### config.mk
export PLATFORM = sky130hd
export DESIGN_NAME = priority_round_robin_scheduler_top
export DESIGN_NICKNAME = d
export VERILOG_FILES = /design/src/design/prrs_pkg.sv /design/src/design/prrs_cell.sv /design/src/design/prrs_chain.sv /design/src/design/priority_round_robin_scheduler_top.sv
export SDC_FILE = /design/constraint.sdc
export NUM_CORES = 1
export LEC_CHECK = 0
export ABC_CLOCK_PERIOD_IN_PS = 13100
export BUFFER_PORTS_ARGS = -buffer_cell sky130_fd_sc_hd__buf_4
export CAP_MARGIN = 5
export CORE_MARGIN = 2
export CORE_UTILIZATION = 55
export DETAILED_ROUTE_END_ITERATION = 6
export PLACE_DENSITY = 0.83
export SLEW_MARGIN = 20
export SYNTH_ARGS = -nofsm -noshare
export SYNTH_HDL_FRONTEND = slang
export SYNTH_SLANG_ARGS = --single-unit
### constraint.sdc
create_clock -name aclk -period 13.1 [get_ports aclk]
set_input_delay 1.31 -clock aclk [delete_from_list [all_inputs] [get_ports aclk]]
set_output_delay 1.31 -clock aclk [all_outputs]
set_load 0.01 [all_outputs]
### src/design/prrs_pkg.sv
// ----------------------------------------------------------------------------
// prrs_pkg: shared types and codes of the priority round-robin scheduler
// Holds the command and status codes, the queue entry type and the control
// structs that travel between the sequencer and the cell chain.
// ----------------------------------------------------------------------------
package prrs_pkg;

    localparam int unsigned ID_W   = 4;
    localparam int unsigned PRIO_W = 8;

    typedef enum logic [2:0] {
        CMD_ENQUEUE   = 3'd0,
        CMD_REMOVE    = 3'd1,
        CMD_SCHEDULE  = 3'd2,
        CMD_START     = 3'd3,
        CMD_IRQ_ENTER = 3'd4,
        CMD_IRQ_EXIT  = 3'd5
    } cmd_t;

    typedef enum logic [2:0] {
        STAT_OK          = 3'd0,
        STAT_DUP_FULL    = 3'd1,
        STAT_NOT_FOUND   = 3'd2,
        STAT_EMPTY       = 3'd3,
        STAT_NOT_STARTED = 3'd4
    } status_t;

    typedef enum logic [1:0] {
        OP_NOP    = 2'd0,
        OP_INSERT = 2'd1,
        OP_REMOVE = 2'd2
    } chain_op_t;

    typedef enum logic [2:0] {
        ST_IDLE,
        ST_CMD,
        ST_SCHED,
        ST_REQUEUE,
        ST_DONE
    } state_t;

    typedef struct packed {
        logic              valid;
        logic [ID_W-1:0]   id;
        logic [PRIO_W-1:0] prio;
    } entry_t;

    // Control from sequencer to the chain
    typedef struct packed {
        chain_op_t         op;
        logic              pop;      // remove the head regardless of id
        logic [ID_W-1:0]   key_id;
        logic [PRIO_W-1:0] key_prio;
    } chain_ctrl_t;

    // Status from chain back to sequencer
    typedef struct packed {
        logic   any_hit;
        entry_t head;
    } chain_stat_t;

    localparam logic [PRIO_W-1:0] PRIO_IDLE = 8'd255;
    localparam logic [7:0]        NEST_MAX  = 8'd255;

endpackage

### src/design/prrs_cell.sv
// ----------------------------------------------------------------------------
// prrs_cell: one slot of the sorted ready queue
// Holds one entry, compares it with the key and takes its neighbor's entry
// on an insert (shift toward the tail) or a remove (shift toward the head).
// ----------------------------------------------------------------------------
module prrs_cell (
    input  logic                 aclk,
    input  logic                 aresetn,
    input  prrs_pkg::chain_op_t  op,
    input  logic [3:0]           key_id,
    input  logic [7:0]           key_prio,
    input  prrs_pkg::entry_t     prev_entry,
    input  prrs_pkg::entry_t     next_entry,
    input  logic                 prev_go,
    input  logic                 prev_after,
    output prrs_pkg::entry_t     entry,
    output logic                 go,
    output logic                 after
);

    prrs_pkg::entry_t entry_reg, entry_next;
    logic hit;

    assign hit   = entry_reg.valid && (entry_reg.id == key_id);
    assign after = prev_after | hit;
    // slot lies at or behind the insertion point
    assign go    = !entry_reg.valid || (entry_reg.prio > key_prio);
    assign entry = entry_reg;

    always_comb begin
        entry_next = entry_reg;
        case (op)
            prrs_pkg::OP_INSERT: begin
                if (go) begin
                    if (prev_go) begin
                        entry_next = prev_entry;
                    end else begin
                        entry_next = '{valid: 1'b1, id: key_id, prio: key_prio};
                    end
                end
            end
            prrs_pkg::OP_REMOVE: begin
                if (after) begin
                    entry_next = next_entry;
                end
            end
            default: entry_next = entry_reg;
        endcase
    end

    always_ff @(posedge aclk) begin
        if (!aresetn) begin
            entry_reg.valid <= 1'b0;
        end else begin
            entry_reg.valid <= entry_next.valid;
        end
        entry_reg.id   <= entry_next.id;
        entry_reg.prio <= entry_next.prio;
    end

endmodule

### src/design/prrs_chain.sv
// ----------------------------------------------------------------------------
// prrs_chain: row of queue cells
// Links the cells head to tail and reports the head and any id match.
// ----------------------------------------------------------------------------
module prrs_chain #(
    parameter int unsigned DEPTH = 16
) (
    input  logic                   aclk,
    input  logic                   aresetn,
    input  prrs_pkg::chain_ctrl_t  ctrl,
    output prrs_pkg::chain_stat_t  stat
);

    prrs_pkg::entry_t entries [DEPTH];
    logic             go_v    [DEPTH];
    logic             after_v [DEPTH];

    for (genvar i = 0; i < DEPTH; i++) begin : g_cell
        prrs_pkg::entry_t prev_e, next_e;
        logic             prev_g, prev_a;
        if (i == 0) begin : g_head
            assign prev_e = '0;
            assign prev_g = 1'b0;
            assign prev_a = ctrl.pop;
        end else begin : g_mid
            assign prev_e = entries[i-1];
            assign prev_g = go_v[i-1];
            assign prev_a = after_v[i-1];
        end
        if (i == DEPTH - 1) begin : g_tail
            assign next_e = '0;
        end else begin : g_body
            assign next_e = entries[i+1];
        end

        prrs_cell u_cell (
            .aclk       (aclk),
            .aresetn    (aresetn),
            .op         (ctrl.op),
            .key_id     (ctrl.key_id),
            .key_prio   (ctrl.key_prio),
            .prev_entry (prev_e),
            .next_entry (next_e),
            .prev_go    (prev_g),
            .prev_after (prev_a),
            .entry      (entries[i]),
            .go         (go_v[i]),
            .after      (after_v[i])
        );
    end

    assign stat.any_hit = after_v[DEPTH-1];
    assign stat.head    = entries[0];

endmodule

### src/design/priority_round_robin_scheduler_top.sv
// ----------------------------------------------------------------------------
// priority_round_robin_scheduler_top: hardware thread scheduler
// Sorted ready queue in a chain of cells plus a small command sequencer.
// ----------------------------------------------------------------------------
// One command is taken per transfer and yields exactly one result transfer.
// The ready queue is a row of MAX_THREADS cells kept sorted by priority
// (0 highest), first-in first-out among equals; every cell compares itself
// with the key in parallel, so an insert, a removal or a head pop is a
// single chain step. A command runs as a short sequence of chain steps:
// enqueue, remove, start and interrupt enter have a command step and a
// result step; schedule, interrupt exit and an enqueue that schedules add
// a schedule step, and a preemption that pops the head adds a requeue step
// for the old thread (an enqueue that schedules and preempts included).
// s_ready is low while a command runs; the result register lets the next
// command start while the previous result still waits on m_ready.
// ----------------------------------------------------------------------------
module priority_round_robin_scheduler_top #(
    parameter int unsigned MAX_THREADS = 16
) (
    input  logic       aclk,
    input  logic       aresetn,
    input  logic       s_valid,
    output logic       s_ready,
    input  logic [2:0] s_cmd,
    input  logic [3:0] s_thread_id,
    input  logic [7:0] s_priority_req,
    input  logic       s_timer_tick,
    input  logic       s_current_leaving,
    input  logic       s_then_schedule,
    output logic       m_valid,
    input  logic       m_ready,
    output logic [2:0] m_status,
    output logic       m_switched,
    output logic [3:0] m_old_thread,
    output logic [3:0] m_new_thread,
    output logic [4:0] m_queue_count,
    output logic       m_in_interrupt
);

    localparam int unsigned CW = $clog2(MAX_THREADS + 1);
    localparam logic [CW-1:0] COUNT_MAX = CW'(MAX_THREADS);
    localparam logic [7:0] NEST_MAX_L = prrs_pkg::NEST_MAX;

    prrs_pkg::state_t      state_reg, state_next;
    prrs_pkg::chain_ctrl_t ctrl;
    prrs_pkg::chain_stat_t cstat;

    // captured command
    logic [2:0] cmd_reg;
    logic [3:0] id_reg;
    logic [7:0] prio_reg;
    logic       tick_reg, leave_reg, then_reg;

    // scheduler state
    logic [CW-1:0] count_reg, count_next;
    logic [3:0]    run_id_reg, run_id_next;
    logic [7:0]    run_prio_reg, run_prio_next;
    logic          started_reg, started_next;
    logic [7:0]    nest_reg, nest_next;
    logic [3:0]    old_reg;
    logic [3:0]    hold_id_reg, hold_id_next;
    logic [7:0]    hold_prio_reg, hold_prio_next;
    prrs_pkg::status_t status_reg, status_next;

    // result register
    logic              m_valid_reg, m_valid_next;
    logic [2:0]        m_status_reg;
    logic              m_switched_reg;
    logic [3:0]        m_old_reg, m_new_reg;
    logic [4:0]        m_count_reg;
    logic              m_irq_reg;

    logic accept, out_free, full, enq_ok, tick_eff, preempt, sched_more;

    assign accept   = s_valid && s_ready;
    assign s_ready  = (state_reg == prrs_pkg::ST_IDLE);
    assign out_free = !m_valid_reg || m_ready;
    assign full     = (count_reg == COUNT_MAX);
    assign enq_ok   = !cstat.any_hit && !full;
    // the schedule that follows an enqueue never sees a tick
    assign tick_eff = tick_reg && (cmd_reg != prrs_pkg::CMD_ENQUEUE);
    assign preempt  = cstat.head.valid &&
                      (tick_eff ? (cstat.head.prio <= run_prio_reg)
                                : (cstat.head.prio <  run_prio_reg));
    assign sched_more = enq_ok && then_reg && started_reg && (nest_reg == 8'd0);

    prrs_chain #(.DEPTH(MAX_THREADS)) u_chain (
        .aclk    (aclk),
        .aresetn (aresetn),
        .ctrl    (ctrl),
        .stat    (cstat)
    );

    // next state
    always_comb begin
        state_next = state_reg;
        unique case (state_reg)
            prrs_pkg::ST_IDLE: begin
                if (accept) state_next = prrs_pkg::ST_CMD;
            end
            prrs_pkg::ST_CMD: begin
                unique case (cmd_reg)
                    prrs_pkg::CMD_ENQUEUE:
                        state_next = sched_more ? prrs_pkg::ST_SCHED : prrs_pkg::ST_DONE;
                    prrs_pkg::CMD_SCHEDULE, prrs_pkg::CMD_IRQ_EXIT:
                        state_next = prrs_pkg::ST_SCHED;
                    default: state_next = prrs_pkg::ST_DONE;
                endcase
            end
            prrs_pkg::ST_SCHED: begin
                state_next = (started_reg && !leave_reg && preempt) ?
                             prrs_pkg::ST_REQUEUE : prrs_pkg::ST_DONE;
            end
            prrs_pkg::ST_REQUEUE: state_next = prrs_pkg::ST_DONE;
            prrs_pkg::ST_DONE: begin
                if (out_free) state_next = prrs_pkg::ST_IDLE;
            end
            default: state_next = prrs_pkg::ST_IDLE;
        endcase
    end

    // chain control and datapath updates
    always_comb begin
        ctrl           = '{op: prrs_pkg::OP_NOP, pop: 1'b0,
                           key_id: id_reg, key_prio: prio_reg};
        count_next     = count_reg;
        run_id_next    = run_id_reg;
        run_prio_next  = run_prio_reg;
        started_next   = started_reg;
        nest_next      = nest_reg;
        hold_id_next   = hold_id_reg;
        hold_prio_next = hold_prio_reg;
        status_next    = status_reg;
        unique case (state_reg)
            prrs_pkg::ST_IDLE: begin
                status_next = prrs_pkg::STAT_OK;
            end
            prrs_pkg::ST_CMD: begin
                unique case (cmd_reg)
                    prrs_pkg::CMD_ENQUEUE: begin
                        if (enq_ok) begin
                            ctrl.op    = prrs_pkg::OP_INSERT;
                            count_next = count_reg + 1'b1;
                        end else begin
                            status_next = prrs_pkg::STAT_DUP_FULL;
                        end
                    end
                    prrs_pkg::CMD_REMOVE: begin
                        ctrl.op = prrs_pkg::OP_REMOVE;
                        if (cstat.any_hit) begin
                            count_next = count_reg - 1'b1;
                        end else begin
                            status_next = prrs_pkg::STAT_NOT_FOUND;
                        end
                    end
                    prrs_pkg::CMD_START: begin
                        started_next = 1'b1;
                        if (cstat.head.valid) begin
                            ctrl.op       = prrs_pkg::OP_REMOVE;
                            ctrl.pop      = 1'b1;
                            run_id_next   = cstat.head.id;
                            run_prio_next = cstat.head.prio;
                            count_next    = count_reg - 1'b1;
                        end else begin
                            status_next = prrs_pkg::STAT_EMPTY;
                        end
                    end
                    prrs_pkg::CMD_IRQ_ENTER: begin
                        if (nest_reg != NEST_MAX_L) nest_next = nest_reg + 8'd1;
                    end
                    prrs_pkg::CMD_IRQ_EXIT: begin
                        if (nest_reg != 8'd0) nest_next = nest_reg - 8'd1;
                    end
                    default: status_next = prrs_pkg::STAT_OK;
                endcase
            end
            prrs_pkg::ST_SCHED: begin
                if (!started_reg) begin
                    if (cmd_reg != prrs_pkg::CMD_ENQUEUE)
                        status_next = prrs_pkg::STAT_NOT_STARTED;
                end else if (leave_reg ? cstat.head.valid : preempt) begin
                    // take the head, keep the old thread for requeue
                    ctrl.op        = prrs_pkg::OP_REMOVE;
                    ctrl.pop       = 1'b1;
                    hold_id_next   = run_id_reg;
                    hold_prio_next = run_prio_reg;
                    run_id_next    = cstat.head.id;
                    run_prio_next  = cstat.head.prio;
                    count_next     = count_reg - 1'b1;
                end else if (leave_reg && (cmd_reg != prrs_pkg::CMD_ENQUEUE)) begin
                    status_next = prrs_pkg::STAT_EMPTY;
                end
            end
            prrs_pkg::ST_REQUEUE: begin
                ctrl.key_id   = hold_id_reg;
                ctrl.key_prio = hold_prio_reg;
                // drop the requeue when the old id already waits in the queue
                if (!cstat.any_hit) begin
                    ctrl.op    = prrs_pkg::OP_INSERT;
                    count_next = count_reg + 1'b1;
                end
            end
            prrs_pkg::ST_DONE: begin
                status_next = status_reg;
            end
            default: status_next = status_reg;
        endcase
    end

    assign m_valid_next = (state_reg == prrs_pkg::ST_DONE && out_free) ||
                          (m_valid_reg && !m_ready);

    always_ff @(posedge aclk) begin
        if (!aresetn) begin
            state_reg    <= prrs_pkg::ST_IDLE;
            count_reg    <= '0;
            run_id_reg   <= 4'd0;
            run_prio_reg <= prrs_pkg::PRIO_IDLE;
            started_reg  <= 1'b0;
            nest_reg     <= 8'd0;
            m_valid_reg  <= 1'b0;
        end else begin
            state_reg    <= state_next;
            count_reg    <= count_next;
            run_id_reg   <= run_id_next;
            run_prio_reg <= run_prio_next;
            started_reg  <= started_next;
            nest_reg     <= nest_next;
            m_valid_reg  <= m_valid_next;
        end
    end

    // payload registers: capture on transfer, hold otherwise
    always_ff @(posedge aclk) begin
        if (accept) begin
            cmd_reg   <= s_cmd;
            id_reg    <= s_thread_id;
            prio_reg  <= s_priority_req;
            tick_reg  <= s_timer_tick;
            leave_reg <= s_current_leaving;
            then_reg  <= s_then_schedule;
            old_reg   <= run_id_reg;
        end
        hold_id_reg   <= hold_id_next;
        hold_prio_reg <= hold_prio_next;
        status_reg    <= status_next;
        if (state_reg == prrs_pkg::ST_DONE && out_free) begin
            m_status_reg   <= status_reg;
            m_switched_reg <= (run_id_reg != old_reg);
            m_old_reg      <= old_reg;
            m_new_reg      <= run_id_reg;
            m_count_reg    <= 5'(count_reg);
            m_irq_reg      <= (nest_reg != 8'd0);
        end
    end

    assign m_valid        = m_valid_reg;
    assign m_status       = m_status_reg;
    assign m_switched     = m_switched_reg;
    assign m_old_thread   = m_old_reg;
    assign m_new_thread   = m_new_reg;
    assign m_queue_count  = m_count_reg;
    assign m_in_interrupt = m_irq_reg;

    // the queue never holds more entries than cells
    a_count_bound: assert property (@(posedge aclk) disable iff (!aresetn)
        count_reg <= COUNT_MAX)
        else $error("queue count exceeds depth");

    // head cell is occupied exactly when the count is nonzero
    a_head_count: assert property (@(posedge aclk) disable iff (!aresetn)
        cstat.head.valid == (count_reg != '0))
        else $error("head valid disagrees with count");

    // a requeue step always goes straight to the result step
    a_requeue_done: assert property (@(posedge aclk) disable iff (!aresetn)
        state_reg == prrs_pkg::ST_REQUEUE |=> state_reg == prrs_pkg::ST_DONE)
        else $error("requeue not followed by result");

    // a transfer in starts the command step
    a_accept_cmd: assert property (@(posedge aclk) disable iff (!aresetn)
        accept |=> state_reg == prrs_pkg::ST_CMD)
        else $error("accepted command not started");

endmodule

==> results of run 1 <==
-- metrics by stage --
step	std cells	worst slack (ns)
CTS	2461	6.38
finish	2465	6.37
detailed placement	2405	6.44
global route	2465	5.89
global placement	2405	6.63
floorplan	2000	8.53
-- kinds of logic (layout without fill, tap and decap cells) --
logic type,Yosys count,count (layout),share of synthesized area [%]
AOI/OAI and AO/OA,597,597,18.7
xor gates and xnor gates,56,56,2.65
adders and majority gates,149,149,10.1
buffers and inverters,183,200,3.83
DFF,293,293,45.0
muxes,66,66,3.88
and+or+nand+nor,656,656,15.8
-- report_power, final --
part           switching, mW  total (mW)  internal, mW
Combinational          0.120       0.191        0.0714
Sequential            0.0215        1.05          1.03
Clock                  0.367       0.872         0.505
-- layer usage --
metal  up-vias  share of wire [%]  track usage [%]
met1      7406                 40             37.3
met4         0                3.3             10.4
met3       156                9.8             3.39
li1       7243                  -                -
met2       824                 47             46.0
met5         -                  0                0
-- worst max-delay path: cells and delay by family (launching register included) --
| kind | cells | cell delay, ns |
|---|---|---|
| and+or+nand+nor | 7 | 2.68 |
| AOI/OAI and AO/OA | 4 | 1.76 |
| muxes | 1 | 0.89 |
| adders and majority gates | 1 | 0.41 |
| DFF | 1 | 0.55 |
-- path summary, 6_finish.rpt --
kind	cells after the start	slack, ns	endpoint
max	13	6.37	u_chain.g_cell[13].u_cell.entry[8]
min	0	0.43	hold_prio_reg[4]
max reg2reg	13	6.37	u_chain.g_cell[13].u_cell.entry[8]
min reg2reg	0	0.43	hold_prio_reg[4]
-- layout make-up --
type / count / share of cell area, %
Multi-Input combinational cell: 1524 / 47.2
Sequential cell: 293 / 41.0
Tap cell: 448 / 2.76
Inverter: 67 / 1.24
Clock buffer: 43 / 4.14
Clock inverter: 13 / 0.770
Timing Repair Buffer: 77 / 2.84
-- cells in the final DEF, fill, tap and decap left out, drive strengths merged, types with 17 or more instances in the layout --
| cell type | Yosys | layout |
|---|---|---|
| nand3 | 26 | 26 |
| nor3 | 17 | 17 |
| inv | 66 | 66 |
| o21ai | 357 | 357 |
| ha | 148 | 148 |
| nand2 | 401 | 401 |
| clkbuf | 86 | 43 |
| nor2b | 27 | 27 |
| a211oi | 27 | 27 |
| a21oi | 73 | 73 |
| xnor2 | 39 | 39 |
| nand2b | 28 | 28 |
| dfxtp | 46 | 46 |
| mux2i | 52 | 52 |
| nand4 | 25 | 25 |
| nor2 | 72 | 72 |
| edfxtp | 247 | 247 |
| xor2 | 17 | 17 |
| o211ai | 18 | 18 |
| a21o | 25 | 25 |
| buf | 30 | 77 |
==> metrics, run 1 <==
status=completed; post-DR vias/cell=6.34; YS warnings=0; Tightest Pin Transition=roughly 1.1 ns; top_reg_cell synth=edfxtp_1; Synth area leader=edfxtp_1; vias in the first global route=around 15000; Slew Limit Fails=0; First-pass DRT Iterations=7; WL final=49.9 mm; sequential cell area=around 0.0083 sq mm; FILL cells=~2700; critical path class=register to register; maximum clock rate=roughly 150 MHz; P&R area growth vs syn=9.61%; GPL Wtd Cong=0.928; Post-Synthesis Mean Instance Area=a little over 9 sq um; CTS Buffer Depth=3; post-CTS setup buffers=0; first-pass GRT wire length=slightly below 80 mm; setup_tns=0 ns; Hold Worst Slack=around 0.43 ns; TritonCTS clock tree=yes; post-route cell area=0.0203 sq mm; Hold Fails Final Rpt=0; HP Start=run_prio_reg[4]; Setup crit end kind=register; CORE AREA=0.0334 sq mm; initial core utilization=between 50% and 60%; antenna cells=0; Synth area leaders=edfxtp_1 40%, ha_1 10%, o21ai_0 9.6%; fin nets=between 2000 and 2500; IO Port Bufs=41; final worst-path cycle share=approximately half; CTS buffer count=30; largest net degree at the start of global routing=123; minimum clock period=6.73 ns; CTS clk-pin slew, worst paths=approximately 0.06 ns; Post-DRT Antenna Nets=0; Area after DPL=0.0193 sq mm; Synth Cell Area=0.0185 sq mm; RSZ-0062 raised after global routing=false; HPWL after DPL=roughly 35 mm; Die X=approximately 190 um; max FFs per register=208; Die H=~190 um; Post-Synthesis Cells=2000; gr usage total=about 28%; worst hold path class=register to register; Post-route DRC=0; hold bufs inserted after CTS=0; # resized after CTS=0; final core occ=about 60%; slowest CP cell=and3b_2; FF-to-FF Start=state_reg[0]; share of the synthesized area in the top cell type=40.0%; clk sink count=around 300; worst rel slew slack=a little under a quarter; I/O Pins=between 40 and 50; H-tree depth=1; Leakage Power=between 7 and 8 nW; Via Count=between 15000 and 20000; Worst Path Required=about 13 ns; DRT iter0 DRCs=approximately 1800; Core Rows=67; clk_lat worst skew=slightly below 0.6 ns; max incr delay on CP=about 0.94 ns; Post-synth ARST share=0%; Critical Path Start=state_reg[0]; cell with the most instances after synthesis=nand2_1; WL/cell=slightly above 20 um; Seq/Total Area, Yosys=between 40% and 50%; total power=roughly 2.1 mW; final setup vio count=0; Yosys cell types=around 70; flops & latches, synth=293; synthesized net count=about 2200; Peak VDD IR=approximately 0.11 mV; area of the multi-input gates=around 0.0096 sq mm; EDFF count, synth=around 250; Worst EP arrival=around 7 ns; Worst Skew=~0.025 ns; layout cells sized above 1=under 10%; gr ovfl total=0; worst-path maximum fanout=65; die footprint=about 0.035 sq mm; most frequent cells after synthesis=401 x nand2_1, 355 x o21ai_0, 247 x edfxtp_1; max-cap violation count=0; initial antenna violation count=0; startpoint types=register; worst path cell trace=and3b_2 -> mux2i_4 -> a221oi_1 -> o2111a_1 -> nor3_2 -> nand3_2 -> nor4_4 -> nand2_1 -> ha_4 -> o211ai_1 -> or2_1 -> nor3_1 -> a211oi_2; Clock Tree Root=clkbuf_16; pwr dens=104 mW/mm^2
No activity file was read; power rests on OpenSTA's default activity.
==> run 2: changes to the inputs <==
Settings changed: ABC_CLOCK_PERIOD_IN_PS 13100 to 6100, PLACE_DENSITY 0.83 to 0.86.
Clock period 13.1 ns to 6.1 ns, I/O delays scaled along.
==> run 2 against run 1 <==
Effect of this change: total power rose by 120%; utilization increased by 0.71 points; sequential share of layout area decreased by 0.47 points; via count rose by 2.9%; critical path type unchanged; critical endpoint is now u_chain.g_cell[10].u_cell.entry[2]; largest power group unchanged.
==> metrics, run 2 (synthesis gave the netlist of run 1 again) <==
WL/cell=20.6 um (+2.0%); max incr delay on CP=0.86 ns (-0.08 ns); P&R area growth vs syn=10.9%; commonest non-fill, non-tap cell in the layout=nand2_1; startpoint types=register; TritonCTS clock tree=yes; CTS buffer count=31 (+3.3%); post-CTS setup buffers=0 (unchanged); initial core utilization=55.6% (unchanged); Worst path most repeated cell=buf_4; Setup crit end kind=register; maximum clock rate=181 MHz (+21%); gr ovfl total=0 (unchanged); WL final=51.3 mm (+2.9%); Worst Skew=0.0289 ns (+0.00370 ns); CORE AREA=0.0334 sq mm (unchanged); Leakage Power=7.34 nW (+2.1%); # resized after CTS=0 (unchanged); minimum clock period=5.54 ns (-1.19 ns); Core Rows=67 (unchanged); Tightest Pin Transition=1.11 ns (-0.0286 ns); hold bufs inserted after CTS=0 (unchanged); Peak VDD IR=0.258 mV (+130%); Crit path max-delay family=simple AND/OR/NAND/NOR gates; status=completed; Die X=188 um (unchanged); antenna cells=0 (unchanged); total power=4.66 mW (+120%); final worst-path cycle share=90.8% (+39 points); critical path class=register to register; worst hold path class=input port to register; I/O Pins=42 (unchanged); RSZ-0062 raised after global routing=false; largest net degree at the start of global routing=131 (+6.5%); worst rel slew slack=25.7% (+1.8 points); Slew Limit Fails=0 (unchanged); setup_tns=0 ns (unchanged); vias in the first global route=15600 (+2.1%); worst path cell trace=and3b_2 -> buf_4 -> mux2i_2 -> buf_4 -> o221ai_1 -> a211oi_1 -> nor3_2 -> nand3_2 -> nor4_4 -> nand2_1 -> ha_4 -> o211ai_1 -> nor3b_1 -> a21oi_1 -> and2_1; First-pass DRT Iterations=6 (-1); gr usage total=28.5% (+0.81 points); max-cap violation count=0 (unchanged); Via Count=16100 (+2.9%); Clock Tree Root=clkbuf_16; final setup vio count=0 (unchanged); layout cells sized above 1=9.71% (+1.1 points); commonest non-fill, non-tap cells in the layout=401 x nand2_1, 355 x o21ai_0, 247 x edfxtp_1, 147 x ha_1, 97 x buf_4; CTS Buffer Depth=3 (unchanged); die footprint=0.0352 sq mm (unchanged); slowest CP cell=nor3b_1; first-pass GRT wire length=81.0 mm (+2.5%); final core occ=61.6% (+0.71 points); pwr dens=227 mW/mm^2 (+120%); Post-DRT Antenna Nets=0 (unchanged); Crit path buffers/inverters=2 (+2); Hold Fails Final Rpt=0 (unchanged); initial antenna violation count=0 (unchanged); H-tree depth=1 (unchanged); clk sink count=293 (unchanged); clk_lat worst skew=0.59 ns (about the same); Worst EP arrival=5.80 ns (-1.12 ns); CTS clk-pin slew, worst paths=0.06 ns (about the same); IO Port Bufs=41 (unchanged); fin nets=2186 (+1.0%); max FFs per register=208 (unchanged); Die H=188 um (unchanged); Post-route DRC=0 (unchanged); GPL Wtd Cong=0.958 (+3.2%); DRT iter0 DRCs=2295 (+26%); HPWL after DPL=35.9 mm (+3.9%); worst-path maximum fanout=40 (-38%); Worst Path Required=6.36 ns (-6.94 ns); post-DR vias/cell=6.47 (+2.0%)
==> run 2: final cells by class <==
class | count | area (sq um)
Inverter | 67 | 251
Sequential cell | 293 | 8340
Fill cell | 2620 | 12800
Timing Repair Buffer | 98 | 756
Clock buffer | 37 | 808
Multi-Input combinational cell | 1524 | 9580
Clock inverter | 20 | 262
Tap cell | 448 | 561
==> run 2: stage by stage <==
stage / cell area (sq um) / setup WS, ns / cells / hold WS (ns)
after global placement: 19400 / 0.909 / 2428 / 0.409
after floorplan: 18500 / 1.53 / 2000 / 0.400
after global routing: 20600 / 0.168 / 2487 / 0.181
final: 20600 / 0.560 / 2487 / 0.195
after detailed placement: 19400 / 0.721 / 2428 / 0.414
after CTS: 20500 / 0.676 / 2485 / 0.182
==> run 2: final timing paths <==
kind,startpoint,end,slack [ns],cells past startpoint
worst max-delay path,state_reg[0],u_chain.g_cell[10].u_cell.entry[2],0.56,15
worst max register to register,state_reg[0],u_chain.g_cell[10].u_cell.entry[2],0.56,15
worst min-delay path,s_priority_req[4],prio_reg[4],0.20,1
worst min register to register,status_reg[2],m_status[2],0.43,0
==> run 2: worst register-to-register path, stage by stage, from the launching register on <==
cell and delay (ns):
dfxtp_1 0.55, and3b_2 0.44, buf_4 0.36, mux2i_2 0.29, buf_4 0.26, o221ai_1 0.14, a211oi_1 0.43, nor3_2 0.13
nand3_2 0.16, nor4_4 0.07, nand2_1 0.14, ha_4 0.42, o211ai_1 0.37, nor3b_1 0.86, a21oi_1 0.21, and2_1 0.39
==> run 2: power by group <==
part	switching [mW]	internal, mW	leakage, nW
Sequential	0.0462	2.20	2.64
Combinational	0.263	0.161	4.18
Clock	0.823	1.16	0.509
==> run 2: metal layers <==
layer | vias to the layer above | part of all wire, % | track usage (%)
met3 | 215 | 11 | 5.33
met2 | 1017 | 47 | 46.6
met4 | 0 | 4.2 | 12.4
met5 | - | 0 | 0
li1 | 7294 | - | -
met1 | 7562 | 38 | 37.1
==> run 3: changes to the inputs <==
Settings changed: CELL_PAD_IN_SITES_DETAIL_PLACEMENT set to 0, CELL_PAD_IN_SITES_GLOBAL_PLACEMENT set to 1, CORE_UTILIZATION 55 to 45, PLACE_DENSITY 0.86 to 0.89.
==> run 3 against run 2 <==
Effect of this change: combinational power grew 3%; utilization is 11 points lower; critical path depth unchanged; via count shrank 4.5%; cell count increased by 4.1%; first-iteration DRC count fell by 36%; design area is 0.85% higher; wire length grew 2.4%; clock power hardly changed; non-clock buffer count grew 11; critical endpoint is now u_chain.g_cell[7].u_cell.entry[12]; largest power group unchanged.
==> metrics, run 3 (synthesis gave the netlist of run 1 again) <==
status=completed; max-cap violation count=0 (unchanged); hold bufs inserted after CTS=0 (unchanged); initial core utilization=45.5% (-10 points); CORE AREA=0.0407 sq mm (+22%); clk_lat worst skew=0.52 ns (-0.07 ns); DRT iter0 DRCs=1465 (-36%); HPWL after DPL=37.5 mm (+4.5%); clk sink count=293 (unchanged); startpoint types=register; commonest non-fill, non-tap cell in the layout=nand2_1; CTS buffer count=35 (+13%); Via Count=15400 (-4.5%); layout cells sized above 1=9.73% (+0.017 points); fin nets=2201 (+0.69%); max incr delay on CP=0.81 ns (-0.05 ns); gr ovfl total=0 (unchanged); IO Port Bufs=41 (unchanged); Clock Tree Root=clkbuf_16; CTS Buffer Depth=3 (unchanged); post-CTS setup buffers=0 (unchanged); first-pass GRT wire length=82.8 mm (+2.1%); slowest CP cell=buf_4; Layout Cells excl Fill=2590 (+4.1%); Crit path buffers/inverters=3 (+1); vias in the first global route=15000 (-4.0%); worst path cell trace=and3b_2 -> buf_4 -> nand2_1 -> o311a_1 -> nor4_1 -> nor3_1 -> nand3_2 -> nor4_4 -> nand2_1 -> ha_4 -> buf_12 -> buf_4 -> nor2_1 -> a221oi_1 -> a211oi_1; setup_tns=0 ns (unchanged); worst hold path class=input port to register; worst rel slew slack=25.0% (-0.71 points); post-DR vias/cell=5.93 (-8.3%); Crit path max-delay family=simple AND/OR/NAND/NOR gates; Setup crit end kind=register; Worst Skew=0.0165 ns (-0.0124 ns); P&R area growth vs syn=11.8%; # resized after CTS=0 (unchanged); Post-DRT Antenna Nets=0 (unchanged); H-tree depth=2 (+1); Die X=207 um (+10%); final core occ=50.9% (-11 points); Core Rows=74 (+10%); die footprint=0.0428 sq mm (+22%); largest net degree at the start of global routing=283 (+120%); CTS clk-pin slew, worst paths=0.06 ns (about the same); Peak VDD IR=0.231 mV (-10%); maximum clock rate=177 MHz (-1.7%); GPL Wtd Cong=0.894 (-6.7%); Worst Path Required=6.48 ns (+0.12 ns); Die H=207 um (+10%); initial antenna violation count=2 (+2); Hold Fails Final Rpt=0 (unchanged); gr usage total=24.5% (-4.0 points); WL final=52.6 mm (+2.4%); final setup vio count=0 (unchanged); max FFs per register=208 (unchanged); WL/cell=20.3 um (-1.7%); Post-route DRC=0 (unchanged); Worst EP arrival=6.02 ns (+0.22 ns); pwr dens=224 mW/mm^2 (-1.2%); Slew Limit Fails=0 (unchanged); commonest non-fill, non-tap cells in the layout=401 x nand2_1, 355 x o21ai_0, 247 x edfxtp_1, 147 x ha_1, 107 x buf_4; I/O Pins=42 (unchanged); Leakage Power=7.39 nW (+0.70%); critical path class=register to register; final worst-path cycle share=92.4% (+1.6 points); Placed Cells=2525 (+4.0%); First-pass DRT Iterations=6 (unchanged); Tightest Pin Transition=1.13 ns (+0.0153 ns); RSZ-0062 raised after global routing=false; worst-path maximum fanout=282 (+610%); TritonCTS clock tree=yes; minimum clock period=5.64 ns (+0.0976 ns)
## run 3: cell count changes in the layout (fill, tap and decap cells not counted), moves of 3 or more
cell,previous run,this run
a221oi_1,6,9
a221oi_2,4,1
buf_4,97,107
bufinv_16,5,0
clkbuf_1,5,10
clkbuf_16,31,37
clkinv_1,4,9
clkinv_4,3,0
clkinvlp_4,4,0
## run 3: path summary, 6_finish.rpt
| kind | startpoint | slack [ns] | cells after the start | to |
|---|---|---|---|---|
| max | state_reg[0] | 0.46 | 15 | u_chain.g_cell[7].u_cell.entry[12] |
| min | s_priority_req[1] | 0.26 | 1 | prio_reg[1] |
| max reg2reg | state_reg[0] | 0.46 | 15 | u_chain.g_cell[7].u_cell.entry[12] |
| min reg2reg | status_reg[1] | 0.42 | 0 | m_status[1] |
## run 3: power by group
group	leakage (nW)	switching, mW	internal [mW]	total, mW
registers	2.64	0.0455	2.20	2.25
logic	4.22	0.268	0.167	0.435
clock network	0.521	0.818	1.14	1.96
total	7.39	1.13	3.51	4.65
## run 3: per-stage QoR
stage / hold slack (ns) / worst slack (ns) / area (sq um) / power [mW]
5_1_grt: 0.242 / 0.0676 / 20700 / 4.80
3_5_place_dp: 0.406 / 0.636 / 19600 / 2.72
3_3_place_gp: 0.407 / 0.778 / 19600 / 2.70
6_report: 0.265 / 0.463 / 20700 / 4.65
4_1_cts: 0.243 / 0.627 / 20700 / 4.66
2_1_floorplan: 0.400 / 1.53 / 18500 / 2.54
## run 3: area by class of cell
cell class,count,area (sq um)
Sequential cell,293,8340
Inverter,67,251
Multi-Input combinational cell,1524,9570
Clock buffer,50,1000
Timing Repair Buffer,109,843
Clock inverter,13,55.1
Fill cell,3722,20000
Antenna cell,2,5.00
Tap cell,532,666
## run 3: routing by layer
metal / part of all wire, % / GRT usage (%)
met4: 3.2 / 9.42
met1: 43 / 32.9
met3: 7.1 / 3.91
met5: 0 / 0
met2: 47 / 39.9
